==> config.mk <==
export PLATFORM = sky130hd
export DESIGN_NAME = bf7s_mean
export DESIGN_NICKNAME = d
export VERILOG_FILES = /design/src/rtl/bf7s_pkg.sv /design/src/rtl/bf7s_mean.sv
export SDC_FILE = /design/constraint.sdc
export NUM_CORES = 1
export LEC_CHECK = 0
export BUFFER_PORTS_ARGS = -buffer_cell sky130_fd_sc_hd__buf_2
export CORE_MARGIN = 5
export CORE_UTILIZATION = 58
export CTS_CLUSTER_DIAMETER = 120
export CTS_CLUSTER_SIZE = 28
export DETAILED_ROUTE_END_ITERATION = 8
export PLACE_DENSITY = 0.87
export SLEW_MARGIN = 20
export SYNTH_ARGS = -nofsm -noshare
export SYNTH_HDL_FRONTEND = slang
export SYNTH_SLANG_ARGS = --single-unit
==> constraint.sdc <==
create_clock -name clk -period 6.7 [get_ports clk]
set_input_delay 1.34 -clock clk [delete_from_list [all_inputs] [get_ports clk]]
set_output_delay 1.34 -clock clk [all_outputs]
set_load 0.02 [all_outputs]
==> src/rtl/bf7s_pkg.sv <==
`timescale 1ns / 1ps

package bf7s_pkg;

  localparam int PIX_W       = 8;
  localparam int PIX_MAX     = (1 << PIX_W) - 1;
  localparam int ROW_W       = 16;
  localparam int OUT_COL_W   = 10;
  localparam int CFG_WIDTH_W = 11;
  localparam int CFG_DATA_W  = 16;
  localparam int CFG_IDX_W   = 1;

  localparam int DEF_RADIUS    = 3;
  localparam int DEF_MAX_WIDTH = 1024;

  localparam logic [CFG_WIDTH_W-1:0] RST_WIDTH  = 11'd640;
  localparam logic [ROW_W-1:0]       RST_HEIGHT = 16'd480;

  typedef enum logic [CFG_IDX_W-1:0] {
    CFG_IMAGE_WIDTH  = 1'b0,
    CFG_IMAGE_HEIGHT = 1'b1
  } cfg_reg_t;

  // Output position and handling that travel with each pipeline item.
  typedef struct packed {
    logic                 emit;
    logic                 interior;
    logic                 last;
    logic [ROW_W-1:0]     row;
    logic [OUT_COL_W-1:0] col;
  } pos_tag_t;

endpackage

==> src/rtl/bf7s_mean.sv <==
`timescale 1ns / 1ps

module bf7s_mean
  import bf7s_pkg::*;
#(
  parameter int RADIUS = DEF_RADIUS,
  localparam int AREA  = (2 * RADIUS + 1) * (2 * RADIUS + 1),
  localparam int SUM_W = $clog2(AREA * PIX_MAX + 1)
) (
  input  logic                 clk,
  input  logic                 rst_n,
  input  logic                 in_valid,
  output logic                 up_ready,
  input  logic [SUM_W-1:0]     in_sum,
  input  logic [PIX_W-1:0]     in_center,
  input  pos_tag_t             in_tag,
  output logic                 out_valid,
  input  logic                 out_ready,
  output logic [PIX_W-1:0]     out_pixel,
  output logic [ROW_W-1:0]     out_row,
  output logic [OUT_COL_W-1:0] out_col,
  output logic                 out_last
);

  // Exact division by the window area: multiply by the rounded-up
  // reciprocal and keep the bits above SHIFT.
  localparam int              LOG_AREA = $clog2(AREA);
  localparam int              SHIFT    = SUM_W + LOG_AREA;
  localparam int              MULT_W   = SUM_W + 2;
  localparam int              PROD_W   = SUM_W + MULT_W;
  localparam longint unsigned RECIP    = ((64'd1 << SHIFT) + AREA - 1) / AREA;
  localparam logic [MULT_W-1:0] MULT   = MULT_W'(RECIP);

  logic              c_valid_r;
  logic [SUM_W-1:0]  c_sum_r;
  logic [PIX_W-1:0]  c_center_r;
  pos_tag_t          c_tag_r;

  logic              d_valid_r;
  logic [PROD_W-1:0] d_prod_r;
  logic [PIX_W-1:0]  d_center_r;
  pos_tag_t          d_tag_r;

  logic                 out_valid_r;
  logic [PIX_W-1:0]     out_pixel_r;
  logic [ROW_W-1:0]     out_row_r;
  logic [OUT_COL_W-1:0] out_col_r;
  logic                 out_last_r;

  logic o_ready;
  logic d_ready;

  assign o_ready  = ~out_valid_r | out_ready;
  assign d_ready  = ~d_valid_r | o_ready;
  assign up_ready = ~c_valid_r | d_ready;

  always_ff @(posedge clk) begin
    if (!rst_n) begin
      c_valid_r   <= 1'b0;
      d_valid_r   <= 1'b0;
      out_valid_r <= 1'b0;
    end else begin
      if (up_ready) begin
        c_valid_r <= in_valid;
      end
      if (d_ready) begin
        d_valid_r <= c_valid_r;
      end
      if (o_ready) begin
        out_valid_r <= d_valid_r;
      end
    end
  end

  always_ff @(posedge clk) begin
    if (up_ready) begin
      c_sum_r    <= in_sum;
      c_center_r <= in_center;
      c_tag_r    <= in_tag;
    end
    if (d_ready) begin
      d_prod_r   <= PROD_W'(c_sum_r) * PROD_W'(MULT);
      d_center_r <= c_center_r;
      d_tag_r    <= c_tag_r;
    end
    if (o_ready) begin
      out_pixel_r <= d_tag_r.interior ? d_prod_r[SHIFT +: PIX_W] : d_center_r;
      out_row_r   <= d_tag_r.row;
      out_col_r   <= d_tag_r.col;
      out_last_r  <= d_tag_r.last;
    end
  end

  assign out_valid = out_valid_r;
  assign out_pixel = out_pixel_r;
  assign out_row   = out_row_r;
  assign out_col   = out_col_r;
  assign out_last  = out_last_r;

endmodule

==> impl_results.html, run 1 <==
<table>
<tr><th>Metric</th><th>Value</th></tr>
<tr><th colspan="2">Finish</th></tr>
<tr><td>Commonest non-fill, non-tap cell in the layout</td><td>edfxtp_1</td></tr>
<tr><td>Final standard cell area without fillers</td><td>8230 um^2</td></tr>
<tr><td>Commonest cells after routing, fill and taps aside</td><td>edfxtp_1, inv_1, buf_2</td></tr>
<tr><td>Post-synthesis to final-layout area growth</td><td>17.8%</td></tr>
<tr><td># diodes</td><td>0</td></tr>
<tr><td>Fraction of layout instances using a drive strength above 1</td><td>24.0%</td></tr>
<tr><td>Final non-filler cell total</td><td>723</td></tr>
<tr><td>Core occupancy in the finished layout</td><td>69.1%</td></tr>
<tr><td>Net total in the final layout</td><td>755</td></tr>
<tr><th colspan="2">Floorplanning</th></tr>
<tr><td>Initial core utilization</td><td>58.7%</td></tr>
<tr><td>I/O pin total</td><td>92</td></tr>
<tr><td>Total number of placement rows</td><td>40</td></tr>
<tr><td>Die Outline Area</td><td>14300 um^2</td></tr>
<tr><td>Die outline width</td><td>120 um</td></tr>
<tr><td>Core footprint</td><td>11900 um^2</td></tr>
<tr><td>Chip Height</td><td>120 um</td></tr>
<tr><th colspan="2">Global routing</th></tr>
<tr><td>Total congestion overflow after global routing</td><td>0</td></tr>
<tr><td>GR Util All Layers</td><td>18.9%</td></tr>
<tr><td>Wire length of the first global-routing pass</td><td>20.6 mm</td></tr>
<tr><td>Pin count of the biggest net entering global routing</td><td>52</td></tr>
<tr><td>Number of antenna violations at the first check in global routing</td><td>0</td></tr>
<tr><td>Via count of the first global-routing pass</td><td>4302</td></tr>
<tr><th colspan="2">Yosys</th></tr>
<tr><td>Net Count, Synth</td><td>645</td></tr>
<tr><td>Post-synthesis cell count</td><td>453</td></tr>
<tr><td>Number of enable-type register cells in the synthesized netlist</td><td>129</td></tr>
<tr><td>Post-Syn Area</td><td>6990 um^2</td></tr>
<tr><td>Yosys cell types</td><td>34</td></tr>
<tr><td>Sequential share of the synthesized area</td><td>56.3%</td></tr>
<tr><td>Yosys warns</td><td>0</td></tr>
<tr><td>Number of storage elements in the synthesis netlist</td><td>132</td></tr>
<tr><td>Most common flop cell mapped by yosys</td><td>edfxtp_1</td></tr>
<tr><td>Asr flop ratio synth</td><td>0%</td></tr>
<tr><td>Synthesized area per cell</td><td>15.4 um^2</td></tr>
<tr><th colspan="2">Place</th></tr>
<tr><td>Placed Cells</td><td>691</td></tr>
<tr><td>IO buf count</td><td>90</td></tr>
<tr><td>HPWL after detailed placement</td><td>9.22 mm</td></tr>
<tr><td>Routability congestion estimate</td><td>0.848</td></tr>
<tr><td>Post-Place Cell Area</td><td>7640 um^2</td></tr>
<tr><th colspan="2">Run</th></tr>
<tr><td>Number of maximum-capacitance constraint violations</td><td>0</td></tr>
<tr><th colspan="2">Clock tree</th></tr>
<tr><td>CTS Buffer Depth</td><td>2</td></tr>
<tr><td>Post-CTS Setup Repair Bufs</td><td>0</td></tr>
<tr><td>Clock latency on the worst-skew pair</td><td>410 ps</td></tr>
<tr><td>Number of clock sinks seen by CTS</td><td>132</td></tr>
<tr><td>Clk root buf</td><td>clkbuf_16</td></tr>
<tr><td>CTS tree</td><td>built</td></tr>
<tr><td>TritonCTS buffer count</td><td>17</td></tr>
<tr><td>Clock H-tree levels</td><td>4</td></tr>
<tr><td>Hold-fix buffer count after cts</td><td>0</td></tr>
<tr><td>Clock transition time at the flip-flop clock pins of the worst setup and hold paths</td><td>60 ps</td></tr>
<tr><td>Cts repair resizes</td><td>0</td></tr>
<tr><th colspan="2">Timing</th></tr>
<tr><td>Worst-case headroom to the max-slew limit</td><td>29.4%</td></tr>
<tr><td>Final Hold Fails</td><td>0</td></tr>
<tr><td>Max Clk Rate</td><td>189 MHz</td></tr>
<tr><td>Unrepaired setup endpoints after global routing</td><td>false</td></tr>
<tr><td>Final Setup Violations</td><td>0</td></tr>
<tr><td>Final setup skew</td><td>8.89 ps</td></tr>
<tr><td>Post-route fraction of the period consumed by the critical path</td><td>79.1%</td></tr>
<tr><td>Setup TNS</td><td>0 ps</td></tr>
<tr><td>Final critical-path required period</td><td>5300 ps</td></tr>
<tr><td>Final Max Tran Viols</td><td>0</td></tr>
<tr><td>Worst Tran Pin Value</td><td>1060 ps</td></tr>
<tr><th colspan="2">Critical path</th></tr>
<tr><td>Critical Path Sink Type</td><td>register</td></tr>
<tr><td>Maximum fanout count along the critical path</td><td>5</td></tr>
<tr><td>Data required time of the worst path</td><td>6860 ps</td></tr>
<tr><td>Critical Path AT</td><td>5460 ps</td></tr>
<tr><td>Startpoint Class</td><td>register</td></tr>
<tr><td>Type of the worst setup path</td><td>register to register</td></tr>
<tr><th colspan="2">Drt</th></tr>
<tr><td>Drc violations</td><td>0</td></tr>
<tr><td>Met1 WL</td><td>4.97 mm</td></tr>
<tr><td>Wire length on met3</td><td>393 um</td></tr>
<tr><td>Remaining antenna violation count after routing</td><td>0</td></tr>
<tr><td>Initial DRT Pass Iterations</td><td>4</td></tr>
<tr><td>Wirelength, routed</td><td>12.3 mm</td></tr>
<tr><td>Routed wire length on met2</td><td>6.70 mm</td></tr>
<tr><td>WL/cell</td><td>17.0 um</td></tr>
<tr><td>Routed vias</td><td>3765</td></tr>
<tr><td>Via-to-Cell Ratio</td><td>5.21</td></tr>
<tr><td>Detailed Route Iter0 Violations</td><td>195</td></tr>
<tr><td>Uppermost layer routed</td><td>met4</td></tr>
<tr><th colspan="2">Pwr</th></tr>
<tr><td>Overall Power</td><td>3.04 mW</td></tr>
<tr><td>Worst vdd ir</td><td>0.000262 V</td></tr>
<tr><td>Leakage power summed over all cells</td><td>3.84 nW</td></tr>
<tr><td>Pwr/cell area</td><td>369 nW/um^2</td></tr>
<tr><th colspan="2">Min path</th></tr>
<tr><td>Hold/Removal Path Class</td><td>register to register</td></tr>
<tr><th colspan="2">Outcome</th></tr>
<tr><td>Status</td><td>completed</td></tr>
</table>
==> power breakdown <==
group | internal [mW] | switching (mW)
Combinational | 0.461 | 0.606
Clock | 0.557 | 0.363
Sequential | 1.02 | 0.0307
==> kinds of logic (layout without fill, tap and decap cells) <==
group           Yosys count  count (layout)  share of synthesized area, %
mux                       9               9                          1.43
fa+ha+maj               137             137                          29.8
xor+xnor                 10              10                          1.25
flops                   132             132                          56.3
simple gates             28              28                          2.06
compound gates           35              35                          3.69
buf+inv                 102             225                          5.48
==> flip-flops by register name, summed over array words and instances (netlist names) <==
register    flops
out_last        1
c_tag_r        28
c_valid_r       1
out_pixel       8
d_prod_r        8
d_center_r      8
c_sum_r        14
c_center_r      8
d_valid_r       1
out_col        10
d_tag_r        28
out_row        16
out_valid       1
==> Yosys cell counts, drive strengths merged (2+ instances only) <==
cell,number,area share (%)
o21ai,5,0.36
ha,88,16
and3,2,0.20
xor2,3,0.38
xnor2,7,0.88
nand3,3,0.21
a211o,2,0.25
a21o,5,0.56
a211oi,3,0.32
mux2,8,1.3
nor3,2,0.14
o21bai,2,0.21
nand4,3,0.27
nor2b,5,0.45
dfxtp,3,0.86
edfxtp,129,55
o21a,4,0.43
nand2,4,0.21
nor2,8,0.47
a21oi,8,0.57
inv,101,5.4
fa,49,14
==> metal layers <==
metal	track usage, %	vias to the layer above
met5	0	-
met4	6.51	0
met3	3.63	19
met2	34.7	79
met1	22.1	1878
li1	-	1789
==> final timing paths <==
path	from	endpoint	slack, ps	depth (start not counted)
worst min-delay path	d_tag_r[9]	out_col[9]	420	0
worst max-delay path	c_sum_r[1]	d_prod_r[27]	1400	17
worst min register to register	d_tag_r[9]	out_col[9]	420	0
worst max register to register	c_sum_r[1]	d_prod_r[27]	1400	17
==> through the flow <==
step	hold WS (ps)	setup WS, ps
2_1_floorplan	400	1810
5_1_grt	425	1210
6_report	417	1400
3_3_place_gp	400	1520
4_1_cts	419	1380
3_5_place_dp	405	1480
==> cell type report <==
type | count | area, um^2
flip-flops and latches | 132 | 3930
well taps | 147 | 184
inverters | 101 | 379
multi-input cells | 219 | 2680
repair buffers | 92 | 465
clock buffers | 17 | 425
fillers | 844 | 3680
clock inverters | 15 | 168
==> worst max-delay path: stages (launching register included) <==
cell and delay (ps):
edfxtp_1 490, ha_1 340, inv_1 50, fa_1 490
inv_1 50, fa_1 500, fa_1 550, inv_1 90
fa_1 540, inv_1 40, ha_1 340, nand4_1 110
o21bai_1 90, a211o_1 360, a2111oi_4 370, nor2_2 130
a21o_1 190, a311o_1 310
Note: power is estimated with default switching activity, not from simulation.
==> run 2, diff against run 1 <==
--- a/config.mk
+++ b/config.mk
@@ -5,13 +5,14 @@
 export SDC_FILE = /design/constraint.sdc
 export NUM_CORES = 1
 export LEC_CHECK = 0
+export ABC_AREA = 1
 export BUFFER_PORTS_ARGS = -buffer_cell sky130_fd_sc_hd__buf_2
 export CORE_MARGIN = 5
-export CORE_UTILIZATION = 58
+export CORE_UTILIZATION = 53
 export CTS_CLUSTER_DIAMETER = 120
 export CTS_CLUSTER_SIZE = 28
 export DETAILED_ROUTE_END_ITERATION = 8
-export PLACE_DENSITY = 0.87
+export PLACE_DENSITY = 0.84
 export SLEW_MARGIN = 20
 export SYNTH_ARGS = -nofsm -noshare
 export SYNTH_HDL_FRONTEND = slang
==> constraint.sdc (replaced) <==
create_clock -name clk -period 4.58 [get_ports clk]
set_input_delay 0.916 -clock clk [delete_from_list [all_inputs] [get_ports clk]]
set_output_delay 0.916 -clock clk [all_outputs]
set_load 0.02 [all_outputs]
==> run 2 against run 1 <==
Clock-buffer cell count unchanged. Clock skew increased by 3.6 ps. Via count increased by 17%. Cell count increased by 24%. Non-clock buffer count increased by 9. Sequential power increased by 45%. Die area increased by 15%. Sequential share of layout area decreased by 2.7 points. Fmax increased by 21%. Largest cell class unchanged.
==> impl_results.html, run 2 <==
<table>
<tr><th>Metric</th><th>Value</th></tr>
<tr><th colspan="2">Yosys</th></tr>
<tr><td>Synth Area in Simple Gates</td><td>8.03%</td></tr>
<tr><td>Synthesized area per cell</td><td>12.7 um^2</td></tr>
<tr><td>Adder-cell share of the synthesized area</td><td>28.0%</td></tr>
<tr><td>Number of enable-type register cells in the synthesized netlist</td><td>129</td></tr>
<tr><td>Yosys cell types</td><td>32</td></tr>
<tr><td>Post-Syn Area</td><td>7440 um^2</td></tr>
<tr><td>Dominant cells by area after synthesis</td><td>edfxtp_1, ha_1, fa_1</td></tr>
<tr><td>Number of storage elements in the synthesis netlist</td><td>132</td></tr>
<tr><td>Most common flop cell mapped by yosys</td><td>edfxtp_1</td></tr>
<tr><td>Biggest area consumer among synthesized cells</td><td>edfxtp_1</td></tr>
<tr><td>Yosys warns</td><td>0</td></tr>
<tr><td>Dominant combinational cell family by area after synthesis</td><td>adder cells</td></tr>
<tr><td>Asr flop ratio synth</td><td>0%</td></tr>
<tr><td>Net Count, Synth</td><td>777</td></tr>
<tr><td>Portion of netlist area occupied by mux cells</td><td>1.21%</td></tr>
<tr><td>Share of the synthesized area in the top cell type</td><td>52.0%</td></tr>
<tr><td>Most numerous cell in the Yosys netlist</td><td>edfxtp_1</td></tr>
<tr><td>Sequential share of the synthesized area</td><td>52.8%</td></tr>
<tr><td>XOR/XNOR Fraction of Synth Area</td><td>0.471%</td></tr>
<tr><td>Commonest cells post-synth</td><td>edfxtp_1, inv_1, ha_1</td></tr>
<tr><td>Post-synthesis cell count</td><td>585</td></tr>
<tr><td>Complex-gate fraction of the synthesized area</td><td>2.87%</td></tr>
<tr><th colspan="2">Finish</th></tr>
<tr><td>Fraction of layout instances using a drive strength above 1</td><td>21.5%</td></tr>
<tr><td>Final non-filler cell total</td><td>897</td></tr>
<tr><td>Commonest non-fill, non-tap cell in the layout</td><td>edfxtp_1</td></tr>
<tr><td># diodes</td><td>0</td></tr>
<tr><td>Commonest cells after routing, fill and taps aside</td><td>edfxtp_1, inv_1, buf_2</td></tr>
<tr><td>Count of fill cells added during filler insertion</td><td>1009</td></tr>
<tr><td>Net total in the final layout</td><td>896</td></tr>
<tr><td>Post-synthesis to final-layout area growth</td><td>17.1%</td></tr>
<tr><th colspan="2">Critical path</th></tr>
<tr><td>Critical Path AT</td><td>4540 ps</td></tr>
<tr><td>Combined buffer and inverter count along the critical path</td><td>4</td></tr>
<tr><td>Critical R2R Launch</td><td>c_sum_r[4]</td></tr>
<tr><td>Slowest library cell on the worst path</td><td>fa_1</td></tr>
<tr><td>Type of the worst setup path</td><td>register to register</td></tr>
<tr><td>CP delay by family, top</td><td>adder cells</td></tr>
<tr><td>Register-to-register path setup slack</td><td>210 ps</td></tr>
<tr><td>Reg2reg path depth</td><td>17</td></tr>
<tr><td>Critical Path Max Stage Delay</td><td>540 ps</td></tr>
<tr><td>Critical Path Sink Type</td><td>register</td></tr>
<tr><td>Maximum fanout count along the critical path</td><td>3</td></tr>
<tr><td>Reg2reg end</td><td>d_prod_r[21]</td></tr>
<tr><td>Data required time of the worst path</td><td>4740 ps</td></tr>
<tr><td>Chain of cells forming the critical path</td><td>buf_4 &gt; ha_1 &gt; fa_1 &gt; fa_1 &gt; fa_1 &gt; inv_1 &gt; fa_1 &gt; inv_1 &gt; ha_1 &gt; nand2_1 &gt; inv_1 &gt; a21oi_1 &gt; nor2_1 &gt; nor2_1 &gt; nand2_1 &gt; nand2_1 &gt; nand2_1</td></tr>
<tr><td>Startpoint Class</td><td>register</td></tr>
<tr><th colspan="2">Drt</th></tr>
<tr><td>Remaining antenna violation count after routing</td><td>0</td></tr>
<tr><td>Detailed Route Iter0 Violations</td><td>170</td></tr>
<tr><td>Via-to-Cell Ratio</td><td>4.90</td></tr>
<tr><td>WL/cell</td><td>14.4 um</td></tr>
<tr><td>Initial DRT Pass Iterations</td><td>4</td></tr>
<tr><td>Routed vias</td><td>4394</td></tr>
<tr><td>Wirelength, routed</td><td>12.9 mm</td></tr>
<tr><td>Drc violations</td><td>0</td></tr>
<tr><th colspan="2">Floorplanning</th></tr>
<tr><td>Total number of placement rows</td><td>43</td></tr>
<tr><td>Die Outline Area</td><td>16500 um^2</td></tr>
<tr><td>I/O pin total</td><td>92</td></tr>
<tr><td>Core footprint</td><td>13800 um^2</td></tr>
<tr><td>Chip Height</td><td>129 um</td></tr>
<tr><td>Initial core utilization</td><td>53.8%</td></tr>
<tr><td>Die outline width</td><td>129 um</td></tr>
<tr><th colspan="2">Timing</th></tr>
<tr><td>Final Hold Fails</td><td>0</td></tr>
<tr><td>Worst-case headroom to the max-slew limit</td><td>56.5%</td></tr>
<tr><td>Post-route fraction of the period consumed by the critical path</td><td>95.5%</td></tr>
<tr><td>Post-route worst hold slack</td><td>413 ps</td></tr>
<tr><td>Final Max Tran Viols</td><td>0</td></tr>
<tr><td>Max Clk Rate</td><td>229 MHz</td></tr>
<tr><td>Final Setup Violations</td><td>0</td></tr>
<tr><td>Final critical-path required period</td><td>4370 ps</td></tr>
<tr><td>Unrepaired setup endpoints after global routing</td><td>true</td></tr>
<tr><td>Worst Tran Pin Value</td><td>652 ps</td></tr>
<tr><td>Final setup skew</td><td>12.5 ps</td></tr>
<tr><th colspan="2">Clock tree</th></tr>
<tr><td>CTS Buffer Depth</td><td>2</td></tr>
<tr><td>Number of clock sinks seen by CTS</td><td>132</td></tr>
<tr><td>TritonCTS buffer count</td><td>17</td></tr>
<tr><td>Clk root buf</td><td>clkbuf_16</td></tr>
<tr><td>Hold-fix buffer count after cts</td><td>0</td></tr>
<tr><td>Clock transition time at the flip-flop clock pins of the worst setup and hold paths</td><td>50 ps</td></tr>
<tr><td>CTS tree</td><td>built</td></tr>
<tr><td>Clock H-tree levels</td><td>4</td></tr>
<tr><td>Clock latency on the worst-skew pair</td><td>420 ps</td></tr>
<tr><th colspan="2">Pwr</th></tr>
<tr><td>Leakage power summed over all cells</td><td>4.19 nW</td></tr>
<tr><td>Worst vdd ir</td><td>0.000334 V</td></tr>
<tr><td>Pwr/cell area</td><td>546 nW/um^2</td></tr>
<tr><th colspan="2">Place</th></tr>
<tr><td>Routability congestion estimate</td><td>0.913</td></tr>
<tr><td>Placed Cells</td><td>859</td></tr>
<tr><td>IO buf count</td><td>90</td></tr>
<tr><td>HPWL after detailed placement</td><td>10.3 mm</td></tr>
<tr><th colspan="2">Min path</th></tr>
<tr><td>Hold/Removal Path Class</td><td>register to register</td></tr>
<tr><td>Worst-case hold path end point</td><td>d_center_r[3]</td></tr>
<tr><td>Depth of the worst hold-timing path</td><td>0</td></tr>
<tr><td>Worst Min Path Start</td><td>c_center_r[3]</td></tr>
<tr><th colspan="2">Global routing</th></tr>
<tr><td>Pin count of the biggest net entering global routing</td><td>52</td></tr>
<tr><td>Via count of the first global-routing pass</td><td>4529</td></tr>
<tr><td>Number of antenna violations at the first check in global routing</td><td>0</td></tr>
<tr><td>GR Util All Layers</td><td>16.8%</td></tr>
<tr><td>Total congestion overflow after global routing</td><td>0</td></tr>
<tr><td>Wire length of the first global-routing pass</td><td>21.3 mm</td></tr>
<tr><th colspan="2">Run</th></tr>
<tr><td>Number of maximum-capacitance constraint violations</td><td>0</td></tr>
<tr><th colspan="2">Outcome</th></tr>
<tr><td>Status</td><td>completed</td></tr>
</table>
==> run 2: cell types whose count changed after synthesis, moves of 3 or more <==
| cell | before | now |
|---|---|---|
| inv_1 | 101 | 126 |
| inv_2 | 0 | 3 |
| xnor2_1 | 7 | 2 |
| o21a_1 | 4 | 1 |
| o21ai_1 | 0 | 3 |
| a21o_1 | 4 | 1 |
| nor2_1 | 7 | 23 |
| a211oi_1 | 3 | 0 |
| nand3_1 | 3 | 13 |
| nand4_1 | 3 | 6 |
| nand2_1 | 4 | 81 |
| nor2b_1 | 5 | 0 |
| a21oi_1 | 8 | 20 |
==> run 2: area by class of cell <==
type,instances,area (um^2),area share (%)
flip-flops and latches,132,3930,45.1
repair buffers,101,533,6.11
well taps,180,225,2.58
clock buffers,17,425,4.88
clock inverters,15,90.1,1.03
inverters,130,488,5.60
multi-input cells,322,3030,34.7
==> run 2: kinds of logic (layout without fill, tap and decap cells) <==
logic type,Yosys count,in the layout
fa+ha+maj,137,137
compound gates,37,37
buf+inv,131,263
xor+xnor,4,4
flops,132,132
mux,8,8
simple gates,136,136
==> run 2: routing by layer <==
metal	global-route usage, %	up-vias	wire length, um
met5	0	-	0
met4	6.79	0	250
met3	4.65	25	700
met2	27.6	103	6510
met1	21.3	2086	5410
li1	-	2180	-
==> run 2: repair_timing <==
item,CTS,global route
gates resized for setup,0,1
endpoints found under the setup margin,0,8
buffers inserted,0,6
==> run 2: per-stage QoR <==
step	total power, mW	worst slack [ps]	utilization (%)	area [um^2]	TNS [ps]
detailed placement	3.62	154	59.0	8160	0
global placement	3.57	183	59.0	8160	0
floorplan	3.13	410	-	7440	0
CTS	4.80	142	62.7	8670	0
finish	4.76	207	63.1	8720	0
global route	5.20	-14.2	63.1	8720	-21.2
==> run 2: worst reg2reg max path: stages (launching register included) <==
cell and delay, ps:
edfxtp_1 400, buf_4 160, ha_1 290, fa_1 510, fa_1 540, fa_1 540
inv_1 50, fa_1 520, inv_1 40, ha_1 310, nand2_1 120, inv_1 70
a21oi_1 200, nor2_1 60, nor2_1 130, nand2_1 70, nand2_1 50, nand2_1 40
==> run 2: power by group <==
| group | internal [mW] | switching [mW] |
|---|---|---|
| clock network | 0.679 | 0.470 |
| logic | 0.780 | 1.31 |
| registers | 1.48 | 0.0408 |
==> run 2: worst max path at each step <==
stage,startpoint,to,depth (start not counted)
3_3_place_gp,c_sum_r[4],d_prod_r[27],17
6_report,c_sum_r[4],d_prod_r[21],17
5_1_grt,c_sum_r[4],d_prod_r[21],17
2_1_floorplan,c_sum_r[4],d_prod_r[27],17
3_5_place_dp,c_sum_r[4],d_prod_r[27],17
4_1_cts,c_sum_r[4],d_prod_r[27],17
