[src/rtl/bf7s_pkg.sv]
`timescale 1ns / 1ps

package bf7s_pkg;

  localparam int PIX_W       = 8;
  localparam int PIX_MAX     = (1 << PIX_W) - 1;
  localparam int ROW_W       = 16;
  localparam int OUT_COL_W   = 10;
  localparam int CFG_WIDTH_W = 11;
  localparam int CFG_DATA_W  = 16;
  localparam int CFG_IDX_W   = 1;

  localparam int DEF_RADIUS    = 3;
  localparam int DEF_MAX_WIDTH = 1024;

  localparam logic [CFG_WIDTH_W-1:0] RST_WIDTH  = 11'd640;
  localparam logic [ROW_W-1:0]       RST_HEIGHT = 16'd480;

  typedef enum logic [CFG_IDX_W-1:0] {
    CFG_IMAGE_WIDTH  = 1'b0,
    CFG_IMAGE_HEIGHT = 1'b1
  } cfg_reg_t;

  // Output position and handling that travel with each pipeline item.
  typedef struct packed {
    logic                 emit;
    logic                 interior;
    logic                 last;
    logic [ROW_W-1:0]     row;
    logic [OUT_COL_W-1:0] col;
  } pos_tag_t;

endpackage

[src/rtl/bf7s_ctrl.sv]
`timescale 1ns / 1ps

module bf7s_ctrl
  import bf7s_pkg::*;
#(
  parameter int RADIUS    = DEF_RADIUS,
  parameter int MAX_WIDTH = DEF_MAX_WIDTH,
  localparam int COL_W    = $clog2(MAX_WIDTH)
) (
  input  logic                  clk,
  input  logic                  rst_n,
  input  logic                  cfg_we,
  input  cfg_reg_t              cfg_sel,
  input  logic [CFG_DATA_W-1:0] cfg_data,
  input  logic                  accept,
  input  logic                  flush,
  output logic                  advance,
  output logic [COL_W-1:0]      col_addr,
  output pos_tag_t              tag
);

  localparam int SPAN  = 2 * RADIUS + 1;
  localparam int WID_W = $clog2(MAX_WIDTH + 1);

  logic [CFG_WIDTH_W-1:0] width_r;
  logic [ROW_W-1:0]       height_r;
  logic [WID_W-1:0]       w_eff;
  logic [ROW_W-1:0]       h_eff;
  logic [COL_W-1:0]       w_last;
  logic [ROW_W-1:0]       h_last;

  logic [COL_W-1:0] in_col_r, in_col_nxt;
  logic [ROW_W-1:0] in_row_r, in_row_nxt;
  logic [COL_W-1:0] out_col_r, out_col_nxt;
  logic [ROW_W-1:0] out_row_r, out_row_nxt;

  logic in_phase;
  logic col_end;
  logic out_col_end;

  always_ff @(posedge clk) begin
    if (!rst_n) begin
      width_r  <= RST_WIDTH;
      height_r <= RST_HEIGHT;
    end else if (cfg_we) begin
      case (cfg_sel)
        CFG_IMAGE_WIDTH:  width_r  <= cfg_data[CFG_WIDTH_W-1:0];
        CFG_IMAGE_HEIGHT: height_r <= cfg_data[ROW_W-1:0];
        default: ;
      endcase
    end
  end

  always_comb begin
    if (width_r < CFG_WIDTH_W'(SPAN)) begin
      w_eff = WID_W'(SPAN);
    end else if (32'(width_r) > MAX_WIDTH) begin
      w_eff = WID_W'(MAX_WIDTH);
    end else begin
      w_eff = WID_W'(width_r);
    end
    h_eff  = (height_r < ROW_W'(SPAN)) ? ROW_W'(SPAN) : height_r;
    w_last = COL_W'(w_eff - WID_W'(1));
    h_last = h_eff - ROW_W'(1);
  end

  // Once the whole image is in, the input column counter keeps running over
  // virtual positions so the line store read address keeps moving.
  assign in_phase    = in_row_r < h_eff;
  assign advance     = accept & (~in_phase | ~flush);
  assign col_end     = in_col_r == w_last;
  assign out_col_end = out_col_r == w_last;
  assign col_addr    = in_col_r;

  always_comb begin
    if (in_phase) begin
      tag.emit = (in_row_r > ROW_W'(RADIUS)) ||
                 ((in_row_r == ROW_W'(RADIUS)) && (in_col_r >= COL_W'(RADIUS)));
    end else begin
      tag.emit = 1'b1;
    end
    tag.last     = (out_row_r == h_last) && out_col_end;
    tag.interior = (out_row_r >= ROW_W'(RADIUS)) &&
                   (out_row_r < h_eff - ROW_W'(RADIUS)) &&
                   (WID_W'(out_col_r) >= WID_W'(RADIUS)) &&
                   (WID_W'(out_col_r) < w_eff - WID_W'(RADIUS));
    tag.row      = out_row_r;
    tag.col      = OUT_COL_W'(out_col_r);
  end

  always_comb begin
    in_col_nxt  = in_col_r;
    in_row_nxt  = in_row_r;
    out_col_nxt = out_col_r;
    out_row_nxt = out_row_r;
    if (cfg_we) begin
      in_col_nxt  = '0;
      in_row_nxt  = '0;
      out_col_nxt = '0;
      out_row_nxt = '0;
    end else if (advance) begin
      if (tag.emit && tag.last) begin
        in_col_nxt  = '0;
        in_row_nxt  = '0;
        out_col_nxt = '0;
        out_row_nxt = '0;
      end else begin
        in_col_nxt = col_end ? '0 : in_col_r + COL_W'(1);
        if (col_end && in_phase) begin
          in_row_nxt = in_row_r + ROW_W'(1);
        end
        if (tag.emit) begin
          out_col_nxt = out_col_end ? '0 : out_col_r + COL_W'(1);
          if (out_col_end) begin
            out_row_nxt = out_row_r + ROW_W'(1);
          end
        end
      end
    end
  end

  always_ff @(posedge clk) begin
    if (!rst_n) begin
      in_col_r  <= '0;
      in_row_r  <= '0;
      out_col_r <= '0;
      out_row_r <= '0;
    end else begin
      in_col_r  <= in_col_nxt;
      in_row_r  <= in_row_nxt;
      out_col_r <= out_col_nxt;
      out_row_r <= out_row_nxt;
    end
  end

endmodule

[config.mk]
export PLATFORM = sky130hd
export DESIGN_NAME = bf7s_ctrl
export DESIGN_NICKNAME = d
export VERILOG_FILES = /design/src/rtl/bf7s_pkg.sv /design/src/rtl/bf7s_ctrl.sv
export SDC_FILE = /design/constraint.sdc
export NUM_CORES = 1
export LEC_CHECK = 0
export ABC_AREA = 0
export BUFFER_PORTS_ARGS = -buffer_cell sky130_fd_sc_hd__buf_2
export CORE_MARGIN = 5
export CORE_UTILIZATION = 49
export DETAILED_ROUTE_END_ITERATION = 7
export PLACE_DENSITY = 0.68
export SYNTH_ARGS = -nofsm -noshare
export SYNTH_HDL_FRONTEND = slang
export SYNTH_SLANG_ARGS = --single-unit
[constraint.sdc]
create_clock -name clk -period 6.1 [get_ports clk]
set_clock_uncertainty 0.05 [all_clocks]
set_input_delay 0 -clock clk [delete_from_list [all_inputs] [get_ports clk]]
set_output_delay 0 -clock clk [all_outputs]
set_load 0.005 [all_outputs]
==> results by stage, run 1 <==
Status:
- The flow ran to the end, and the final reports show no timing, DRC or antenna violations.

Yosys:
- After synthesis, the cell types taking the most area are dfxtp_1, ha_1, xnor2_1.
- Of all flip-flops after synthesis, the portion carrying an async set or reset was 0.
- The number of storage elements in the synthesis netlist is between 70 and 80.
- The Yosys step of the flow raised 0 warnings.
- After synthesis, the netlist uses 71 different library cells.
- In the post-synthesis netlist, the cell with the most instances is nand2_1.
- The post-synthesis cell area is between 0.006 and 0.007 sq mm.
- Synthesis produced a netlist whose cell count is a little under 900.
- The sequential element share of the synthesized area is 0.2439.
- The number of nets in the synthesized netlist is between 900 and 1,000.
- The most used flip-flop cell after synthesis is dfxtp_1.
- The area fraction of the dominant cell type after synthesis is 0.2439.
- After synthesis, the mean cell area works out to about 7.5 sq um.
- By count the netlist is led by nand2_1, dfxtp_1, nor2_1.
- The largest total area in the synthesized netlist belongs to dfxtp_1.
- The synthesized design contains 0 enable-type register cells.

Critical path:
- The delay contributed by the slowest stage of the critical path is slightly below 0.8 ns.
- STA classifies the critical path endpoint as a register.
- At the worst endpoint, the required time is approximately 6.3 ns.
- By startpoint and endpoint, the worst setup path is classified as register to register.
- Traced cell by cell, the critical path runs through or4_4 > nor2_1 > o21ai_0 > ha_1 > a21oi_1 > nor2_1 > a221o_1 > or4_1 > or4_4 > or4_1 > a31oi_1 > a31oi_1.
- The maximum net fanout on the critical path is 22.
- For the worst flop-to-flop path, the logic depth is 12.
- The critical path contains buffers and inverters numbering 0 combined.
- The cell with the biggest individual delay on the critical path is or4_1.
- The total stage count of the critical path is 12.
- The critical path data arrival time is about 5.1 ns.
- In this design, the largest share of critical-path delay is due to simple AND/OR/NAND/NOR gates.
- In this run the worst setup path begins at width_r[3]$_SDFFE_PN0P_.
- The sort of element at the start of the critical path is a register.
- The worst flop-to-flop path startpoint is width_r[3]$_SDFFE_PN0P_.

Floorplan:
- The overall die area is between 0.015 and 0.02 sq mm.
- The floorplan has 42 rows.
- The die is 125.0 microns tall.
- The initial utilization of the core area, before any placement, comes to 0.4956.
- From left edge to right edge, the die measures between 100 and 150 microns.
- The floorplan step defined a core boundary enclosing roughly 0.013 sq mm.
- The I/O pin count is 62.

Power and ir drop:
- The analysis attributes to cell leakage a power of between 2 and 3 nW.
- In this run the power density over the cells is ~170 mW/mm^2.
- The worst IR drop on VDD is 0.1703 mV.

STA:
- The count of pins over their slew limit is 0.
- The part of the cycle the worst path needs is 0.8118.
- Setup repair after global routing left no endpoint under its margin.
- The minimum clock period after layout is 4.952 ns.
- The worst path setup slack after routing is between 1 and 1.5 ns.
- The worst pin sits at a relative slew slack of 0.3744.
- Derived from the worst setup path, the maximum achievable clock frequency is 201.9 MHz.
- The final total negative setup slack is 0 ns.
- Setup violations remaining at the end of the flow were counted as 0.
- The number of failing hold endpoints at the final stage was 0.
- For the pin with the worst max-slew slack, the measured transition is roughly 0.93 ns.

Drt:
- For this run, the detailed router's first-pass iteration total came to 5.
- The average detailed-routed wire length per instance is around 17 microns.
- The final layout contains routed wiring with a total length of between 15 and 20 mm.
- Dividing the detail-routed via count by the number of cells gives a little under 6.
- The post-route DRC violation count is 0.
- The via count of the routed design is roughly 6,400.
- After the first detailed-routing iteration, the DRC count stood at around 460.
- Once detail routing completed, the nets flagged for antenna violations numbered 0.

Final layout:
- From synthesis to final layout, the design area changed by 11.31%.
- In the final layout, the share of cells above drive strength 1 is 0.1046.
- The sequential cell area is roughly 0.0016 sq mm.
- The layout filler cell count is 1,275.
- The number of antenna diodes is 0.
- The area of combinational cells with multiple inputs is ~0.0045 sq mm.
- The number of nets in the final layout is roughly 1,000.

GRT:
- The residual overflow from global routing is 0.
- For this run, the total global-route usage over all layers was measured as 0.2390.
- The global-route wire length before repair is 31.11 mm.
- The initial antenna violation count is 1.
- The pin count of the biggest net entering global routing is 32.
- The number of global-route vias before repair is roughly 6,100.

CTS:
- Counting along the longest clock path gives a buffer depth of 2.
- The post-CTS setup repair buffer count is 0.
- Clock-pin slew was measured on the worst setup and hold paths at approximately 0.060 ns.
- The number of clock sinks is slightly below 80.
- CTS placed an instance of clkbuf_16 at the clock tree root.
- After clock tree synthesis, the repair step resized 0 gates.
- The worst-skew pair later-pin latency is 0.35 ns.
- TritonCTS built the clock tree.
- The total CTS buffers is 9.
- The number of H-tree levels is 3.

Run:
- The count of maximum capacitance violations is 0.

Place:
- The global placement routability congestion is slightly below 1.
- Port buffering added 61 buffers.
- The setup slack after placement is between 1 and 1.5 ns.
- The placed wire-length estimate after detailed placement is 13.78 mm.

Min path:
- In this run the most critical hold path is launched from rst_n.
- The number of instances on the worst hold path is 2.
- The classification of the worst-slack hold path is input pin to register.
-- metrics by stage --
step | utilization | cell area, sq um | hold slack (ns) | total power, mW | cells
floorplan | - | 6485 | 0.07397 | 0.7086 | 867
finish | 0.5516 | 7218 | 0.006400 | 1.246 | 1084
global placement | 0.5196 | 6799 | 0.2024 | 0.7571 | 1052
detailed placement | 0.5196 | 6799 | 0.2037 | 0.7576 | 1052
global route | 0.5516 | 7218 | 0.02356 | 1.309 | 1084
CTS | 0.5516 | 7218 | 0.003492 | 1.251 | 1084
-- final timing paths --
| check | endpoint | slack (ns) |
|---|---|---|
| worst max register to register | col_addr[6]$_SDFFE_PP0P_ | 1.15 |
| worst max-delay path | col_addr[6]$_SDFFE_PP0P_ | 1.15 |
| worst min-delay path | width_r[9]$_SDFFE_PN1P_ | 0.006 |
| worst min register to register | col_addr[9]$_SDFFE_PP0P_ | 0.49 |
-- cells by family after synthesis --
logic type,Yosys count,synth area share
buf+inv,90,0.05808
mux,2,0.003087
flops,79,0.2439
fa+ha+maj,47,0.09068
compound gates,163,0.1725
xor+xnor,81,0.1094
simple gates,405,0.3224
-- area by class of cell --
class / count / area share
clock buffers: 12 / 0.03276
flip-flops and latches: 79 / 0.2191
repair buffers: 82 / 0.06968
inverters: 33 / 0.01716
clock inverters: 4 / 0.003120
multi-input cells: 698 / 0.6277
well taps: 176 / 0.03051
-- flip-flops by register name, indices dropped and copies added (netlist names) --
register,count
width_r,11
in_row_r,16
col_addr,10
out_col_r,10
out_row_r,16
height_r,16
-- metal layers --
| metal | wire length, microns | vias to the layer above | GRT usage |
|---|---|---|---|
| met3 | 1143 | 32 | 0.05757 |
| met2 | 8636 | 204 | 0.3882 |
| met5 | 11 | - | 0 |
| met4 | 348 | 2 | 0.06824 |
| met1 | 8545 | 2988 | 0.3176 |
| li1 | - | 3202 | - |
-- where the power goes --
part	leakage, nW	total, mW	switching, mW	internal, mW
Sequential	0.640	0.549	0.0237	0.525
Clock	0.126	0.487	0.214	0.274
Combinational	2.11	0.209	0.123	0.0867
-- placed cells by master (no fill, tap or decap), types with 12 or more instances in the layout --
cell type      Yosys  final
nand3_1           39     39
inv_1             33     33
a21oi_1           31     31
xnor2_1           50     50
buf_2             10     61
a21boi_0          24     24
dlygate4sd3_1      0     16
nor4_1            30     30
o21ai_0           22     22
a31oi_1           23     23
nand4_1           33     33
o211ai_1          12     12
nor2_1            79     79
dfxtp_1           79     79
nor3_1            34     34
xor2_1            31     31
or3_1             13     13
nand2_1          109    109
ha_1              47     47
-- repair_timing --
item                       CTS  global route
hold buffers                16             0
setup endpoints to repair    0             0
hold endpoints to repair    27             0
-- worst reg2reg max path, stage by stage, from the launching register on --
cell and delay, ns:
dfxtp_1 0.46, or4_4 0.63, nor2_1 0.30, o21ai_0 0.20
ha_1 0.40, a21oi_1 0.21, nor2_1 0.05, a221o_1 0.35
or4_1 0.49, or4_4 0.54, or4_1 0.79, a31oi_1 0.30
a31oi_1 0.06
No activity file was read; power rests on OpenSTA's default activity.
==> run 2: changes to the inputs <==
--- a/config.mk
+++ b/config.mk
@@ -10,7 +10,7 @@
 export CORE_MARGIN = 5
 export CORE_UTILIZATION = 49
 export DETAILED_ROUTE_END_ITERATION = 7
-export PLACE_DENSITY = 0.68
+export PLACE_DENSITY = 0.71
 export SYNTH_ARGS = -nofsm -noshare
 export SYNTH_HDL_FRONTEND = slang
 export SYNTH_SLANG_ARGS = --single-unit
==> constraint.sdc (replaced) <==
create_clock -name clk -period 4.2 [get_ports clk]
set_clock_uncertainty 0.05 [all_clocks]
set_input_delay 0 -clock clk [delete_from_list [all_inputs] [get_ports clk]]
set_output_delay 0 -clock clk [all_outputs]
set_load 0.005 [all_outputs]
==> run 2 against run 1 <==
  * Die area unchanged
  * Hold slack improved by 0.0014 ns
  * Highest routed layer unchanged
  * Critical endpoint is now in_row_r[3]$_SDFFE_PP0P_
  * Sequential share of layout area shrank 1.2 points
  * Critical path type unchanged
==> results by stage, run 2 (synthesis results as in run 1) <==
Final layout:
- After the flow finishes, the layout carries non-filler instances totaling 1,117.
- The most common cell after layout, fill and taps aside is nand2_1.
- The proportion of layout cells with a drive suffix above 1 is 0.1647.
- Leaving out fill and tap cells, the most frequent cells in the layout are nand2_1, nor2_1, dfxtp_1.
- The largest registers in the layout are height_r: 16 flops, in_row_r: 16 flops, out_row_r: 16 flops.
- The number of antenna diodes in the final layout is 0.
- The area growth from synthesis to layout is 18.89%.
- In the final design database the tool counted ~1,000 nets.

Power and ir drop:
- VDD sags by at most ~0.19 mV.
- In this run the power density over the cells is 268.2 mW/mm^2.
- The total power draw is ~2.1 mW.
- The static leakage is between 3 and 4 nW.

Floorplan:
- The initial core utilization is 0.4956.
- The die extent in x is around 130 microns.
- The I/O pin count is 62.
- The core area is around 0.013 sq mm.
- The die is ~130 microns tall.
- The die covers between 0.015 and 0.02 sq mm.
- The number of core rows is 42.

Place:
- The global placement routability congestion is around 0.97.
- Including well taps, the total number of placed cells is approximately 1,100.
- In this run the tool buffered the top-level ports with 61 buffer cells.
- The placed wire-length estimate after detailed placement is around 14 mm.

Drt:
- The highest layer touched by signal routing is met5.
- The routed design uses between 1 and 1.5 mm of met3 wire.
- The amount of wire on met2 after detailed routing is 8.958 mm.
- The antenna violation net count after detailed routing is 0.
- For this block, the initial DRC count from the detailed router was just under 600.
- The via density per instance is 5.997.
- After detailed routing, the average wire length per cell comes to about 17 microns.
- The via count of the routed design is 6,699.
- Before antenna repair, the detailed router went through 5 iterations.
- The wire length on met1 is roughly 8.6 mm.
- Summed over all layers, the routed wires come to about 19 mm.
- In the routed design, unresolved DRC markers number 0.

CTS:
- The number of clock sinks is 79.
- The number of clock buffers added by TritonCTS is 9.
- At the later pin of the worst-skew pair, clock insertion delay measures 0.35 ns.
- The clock tree from TritonCTS is yes.
- Clock-pin slew was measured on the worst setup and hold paths at ~0.070 ns.
- The cell sitting at the root of the clock tree is a clkbuf_16.
- The number of H-tree levels is 3.
- The longest clock path from root to sink contains 2 buffers.

GRT:
- The initial antenna violation count is 1.
- Entering global routing, the biggest net connects 31 pins.
- The first global-routing pass estimated 31.40 mm of wire.
- The number of global-route vias before repair is between 6,000 and 7,000.
- The global routing usage summed across all routing layers is 0.2409.
- The residual overflow from global routing is 0.

Critical path:
- The setup path with the least slack is of type register to register.
- STA classifies the critical path endpoint as a register.
- The critical path data arrival time is 4.28 ns.
- Along the worst path, the maximum fanout reaches 7.
- The required time at the endpoint of the critical path is 4.40 ns.
- STA classifies the critical path startpoint as a register.

STA:
- The number of failing hold endpoints at the final stage came to 0.
- At the pin with the least slew margin, the transition time is between 1 and 1.5 ns.
- The count of pins over their slew limit is 0.
- The part of the cycle the worst path needs is 0.9706.
- Setup violations remaining at the end of the flow were counted as 0.
- The highest clock rate is around 250 MHz.
- The minimum clock period after layout is between 4 and 5 ns.
- In this run the tightest slew margin relative to its limit is 0.3073.

Status:
- The flow ran to the end, and the final reports show no timing, DRC or antenna violations.

Min path:
- The min-delay analysis places its worst path in the category input pin to register.

Run:
- The count of maximum capacitance violations is 0.
-- run 2: worst max-delay path, stage by stage, from the launching register on --
cell and delay, ns:
dfxtp_2 0.32, or4_4 0.55, nor2_4 0.11, nor2_2 0.05, nor2_2 0.14, inv_2 0.06
ha_4 0.27, xor2_1 0.14, o211ai_1 0.10, a221o_1 0.27, or4_4 0.52, or4_4 0.44
or3b_4 0.43, o21ai_4 0.18, buf_12 0.15, clkbuf_16 0.15, nor2_1 0.04
-- run 2: final timing paths --
path | start | end | slack (ns) | cells past startpoint
setup / recovery | width_r[6]$_SDFFE_PN0P_ | in_row_r[3]$_SDFFE_PP0P_ | 0.12 | 16
hold / removal | rst_n | height_r[8]$_SDFFE_PN1P_ | 0.008 | 2
setup reg to reg | width_r[6]$_SDFFE_PN0P_ | in_row_r[3]$_SDFFE_PP0P_ | 0.12 | 16
hold reg to reg | height_r[9]$_SDFFE_PN0P_ | height_r[9]$_SDFFE_PN0P_ | 0.46 | 2
-- run 2: power by group --
group | total, mW | internal [mW] | switching, mW | leakage (nW)
Combinational | 0.351 | 0.152 | 0.200 | 2.31
Clock | 0.929 | 0.588 | 0.341 | 0.171
Sequential | 0.787 | 0.764 | 0.0234 | 0.644
-- run 2: repair_timing --
item,CTS,global route
hold buffers,17,0
hold endpoints to repair,27,0
resized for setup,0,28
setup endpoints to repair,0,44
buffers inserted,0,3
-- run 2: final cells by class --
| class | instances | area, sq um |
|---|---|---|
| Clock buffer | 9 | 225.2 |
| Tap cell | 176 | 220.2 |
| Inverter | 33 | 123.9 |
| Multi-Input combinational cell | 698 | 4604 |
| Fill cell | 1201 | 5375 |
| Clock inverter | 7 | 125.1 |
| Timing Repair Buffer | 115 | 817.0 |
| Sequential cell | 79 | 1594 |
-- run 2: per-stage QoR --
| step | TNS (ns) | instance area [sq um] | hold slack, ns | utilization | setup WS [ns] |
|---|---|---|---|---|---|
| floorplan | 0 | 6487 | 0.07397 | - | 0.01208 |
| global placement | 0 | 7009 | 0.2080 | 0.5357 | 0.1388 |
| detailed placement | 0 | 7009 | 0.2084 | 0.5357 | 0.07315 |
| CTS | 0 | 7530 | 0.003139 | 0.5754 | 0.03696 |
| global route | -0.3683 | 7710 | 0.04270 | 0.5892 | -0.02157 |
| finish | 0 | 7710 | 0.007786 | 0.5892 | 0.1234 |
-- run 2: routing by layer --
layer  GRT usage  vias up
li1            -     3266
met1      0.3173     3156
met2      0.3916      242
met3     0.05330       33
met4     0.08099        2
met5           0        -
==> run 3: changes to the inputs <==
--- a/config.mk
+++ b/config.mk
@@ -7,10 +7,12 @@
 export LEC_CHECK = 0
 export ABC_AREA = 0
 export BUFFER_PORTS_ARGS = -buffer_cell sky130_fd_sc_hd__buf_2
+export CELL_PAD_IN_SITES_DETAIL_PLACEMENT = 0
+export CELL_PAD_IN_SITES_GLOBAL_PLACEMENT = 1
 export CORE_MARGIN = 5
-export CORE_UTILIZATION = 49
+export CORE_UTILIZATION = 40
 export DETAILED_ROUTE_END_ITERATION = 7
-export PLACE_DENSITY = 0.71
+export PLACE_DENSITY_LB_ADDON = 0.1
 export SYNTH_ARGS = -nofsm -noshare
 export SYNTH_HDL_FRONTEND = slang
 export SYNTH_SLANG_ARGS = --single-unit
==> run 3 against run 2 <==
  * Non-clock buffer count rose by 6
  * Critical path depth stayed put
  * Largest cell class unchanged
  * Flip-flop and latch count unchanged
  * Sequential power is essentially flat
  * Wire length is 12% higher
  * Power decreased by 4.6%
  * Utilization shrank 9.6 points
  * Register-to-register slack worse by 0.08 ns
  * First-iteration DRC count decreased by 26%
  * Largest power group unchanged
  * Die area grew 21%
  * Global-route usage down 1.4 points
==> results by stage, run 3 (synthesis results as in run 1) <==
Status:
- The flow ran to the end, and the final reports show no timing, DRC or antenna violations.

CTS:
- The buffer type at the clock tree root is clkbuf_16.
- The clock-pin slew on the worst setup and hold paths is around 0.06 ns.
- The number of clock buffers added by TritonCTS is 9.
- The clock tree from TritonCTS is yes.
- The largest buffer count on any clock path is 2.
- For the worst-skew pair, the clock arrives at the later sink with an insertion delay of roughly 0.35 ns.
- The number of H-tree levels is 3.
- CTS saw about 80 sinks.

GRT:
- The global routing usage summed across all routing layers is 0.2268.
- The number of global-route vias before repair is 6,363.
- The global-route wire length before repair is approximately 34 mm.
- The pin count of the biggest net entering global routing is 35.
- The initial antenna violation count was 0.
- The residual overflow from global routing is 0.

Power and ir drop:
- Dividing total power by cell area gives a power density of between 200 and 300 mW/mm^2.
- Total power for the finished layout comes to around 2.0 mW.
- The worst IR drop on VDD is around 0.18 mV.
- For this design the static power due to leakage is between 3 and 4 nW.

Drt:
- The routed wire length is 21.45 mm.
- The number of optimization iterations in the first detailed-route pass is 6.
- The detailed router placed slightly below 7,000 vias in this run.
- In the routed design, unresolved DRC markers number 0.
- The via density per instance is between 5 and 6.
- The initial DRC count is roughly 440.
- The detail route stage leaves a number of antenna-violating nets equal to 0.
- The average detailed-routed wire length per instance is 18.44 microns.

Place:
- The count of buffers from port buffering is between 60 and 70.
- Routability-driven placement finished with a final weighted congestion of around 0.9.
- Once detailed placement completed, the half-perimeter wirelength came to 16.10 mm.
- Counting tap cells, the placed design contains a total of between 1,000 and 1,500 instances.

Critical path:
- The capture instance of the worst register-to-register path is out_row_r[5]$_SDFFE_PP0P_.
- The type of the setup path with the least slack is register to register.
- The worst setup path is launched from a register.
- The critical path data arrival time is 4.35 ns.
- The worst register-to-register path begins at width_r[5]$_SDFFE_PN0P_.
- The maximum net fanout on the critical path is 7.
- Setup slack on the worst reg-to-reg path comes out at around 0.045 ns.
- STA classifies the critical path endpoint as a register.
- The cell depth of the worst flop-to-flop path is 16.
- The required time at the endpoint of the critical path is approximately 4.4 ns.

STA:
- The pin slew with the least headroom to its limit is approximately 1.1 ns.
- The part of the cycle the worst path needs is 0.9894.
- Setup repair after global routing could not meet its margin everywhere.
- The number of failing hold endpoints at the final stage is 0.
- The smallest clock period supported by the final layout is computed as a little over 4 ns.
- The highest clock rate is approximately 240 MHz.
- Setup violations remaining at the end of the flow were counted as 0.
- The count of pins over their slew limit is 0.
- Measured against its own limit, the worst slew margin works out to 0.2553.

Floorplan:
- After floorplanning, the core was sized to cover approximately 0.016 sq mm.
- The die boundary height is ~140 microns.
- The I/O pin count is between 60 and 70.
- The initial core utilization is 0.4082.
- The overall die area is roughly 0.019 sq mm.
- The die extent in x is 137.3 microns.
- In this run the core area contains 46 standard-cell rows.

Final layout:
- The number of antenna diodes in the final layout is 0.
- Of the cells placed in the final design, the portion with a size suffix greater than 1 is 0.1816.
- In the final design database the tool counted around 1,000 nets.
- The largest registers in the layout are height_r: 16 flops, in_row_r: 16 flops, out_row_r: 16 flops.
- The post-route non-filler standard cell count is approximately 1,200.
- The layout filler cell count is between 1,500 and 2,000.
- In the layout the commonest cells are nand2_1, dfxtp_1, nor2_1.
- Relative to the synthesized area, the layout overhead comes to 20.93%.
- Leaving out fill and tap cells, the most frequent cell in the layout is nand2_1.

Min path:
- In this run the most critical hold path is launched from rst_n.
- The hold-critical path endpoint is width_r[9]$_SDFFE_PN1P_.
- The worst hold path was traced through 2 stages.
- The worst hold path belongs to the class input pin to register.

Run:
- The count of maximum capacitance violations is 0.
==> run 3: critical path, stage by stage, from the launching register on <==
cell and delay, ns:
dfxtp_2 0.32, or4_4 0.55, nor2_4 0.14, nor2_2 0.06, nor2_2 0.16, inv_2 0.07, ha_4 0.27, xor2_2 0.14
o211ai_1 0.11, a221o_1 0.27, or4_4 0.52, or4_4 0.45, or3b_4 0.43, o21ai_4 0.17, buf_12 0.14, clkbuf_16 0.15
nor2_1 0.04
==> run 3: repair_timing <==
action / 4_1_cts / 5_1_grt
endpoints found under the hold margin: 27 / 0
resized for setup: 6 / 39
setup buffers: 0 / 3
hold buffers: 16 / 0
endpoints found under the setup margin: 41 / 54
pin swaps: 0 / 19
cloned: 0 / 3
==> run 3: metal layers <==
| layer | up-vias | part of all wire | wire, microns | global-route usage |
|---|---|---|---|---|
| li1 | 3297 | - | - | - |
| met1 | 3244 | 0.45 | 9584 | 0.2976 |
| met2 | 174 | 0.48 | 10360 | 0.3877 |
| met3 | 32 | 0.049 | 1043 | 0.03141 |
| met4 | 0 | 0.021 | 456 | 0.06596 |
| met5 | - | 0 | 0 | 0 |
==> run 3: area by class of cell <==
type                       count  area, sq um  area share
inverter                      33        123.9     0.01579
clock buffer                  11        242.7     0.03095
clock inverter                 5        65.06    0.008296
multi-input combinational    698         4663      0.5946
sequential                    79         1594      0.2033
timing repair buffer         121        883.3      0.1126
tap                          216        270.3     0.03446
==> run 3: where the power goes <==
| part | total (mW) | switching [mW] | internal [mW] |
|---|---|---|---|
| Sequential | 0.786 | 0.0221 | 0.764 |
| Clock | 0.819 | 0.337 | 0.482 |
| Combinational | 0.368 | 0.211 | 0.157 |
==> run 3: worst max path at each step <==
stage	cells past startpoint	end	startpoint	slack (ns)
2_1_floorplan	17	in_row_r[11]$_SDFFE_PP0P_	width_r[4]$_SDFFE_PN0P_	0.01
3_3_place_gp	15	out_row_r[2]$_SDFFE_PP0P_	width_r[3]$_SDFFE_PN0P_	0.09
3_5_place_dp	15	in_row_r[7]$_SDFFE_PP0P_	width_r[3]$_SDFFE_PN0P_	-0.04
4_1_cts	15	in_row_r[7]$_SDFFE_PP0P_	width_r[3]$_SDFFE_PN0P_	0.008
5_1_grt	16	in_row_r[5]$_SDFFE_PP0P_	width_r[5]$_SDFFE_PN0P_	-0.1
6_report	16	out_row_r[5]$_SDFFE_PP0P_	width_r[5]$_SDFFE_PN0P_	0.04
==> run 3: through the flow <==
stage | utilization | hold slack (ns) | cell area (sq um) | setup TNS, ns | setup WS, ns
2_1_floorplan | - | 0.07397 | 6487 | 0 | 0.01208
5_1_grt | 0.4937 | 0.03074 | 7843 | -2.591 | -0.09786
6_report | 0.4937 | 0.004970 | 7843 | 0 | 0.04464
3_3_place_gp | 0.4485 | 0.1985 | 7124 | 0 | 0.08797
4_1_cts | 0.4798 | 0.002217 | 7622 | 0 | 0.008298
3_5_place_dp | 0.4485 | 0.1974 | 7124 | -0.7145 | -0.03849
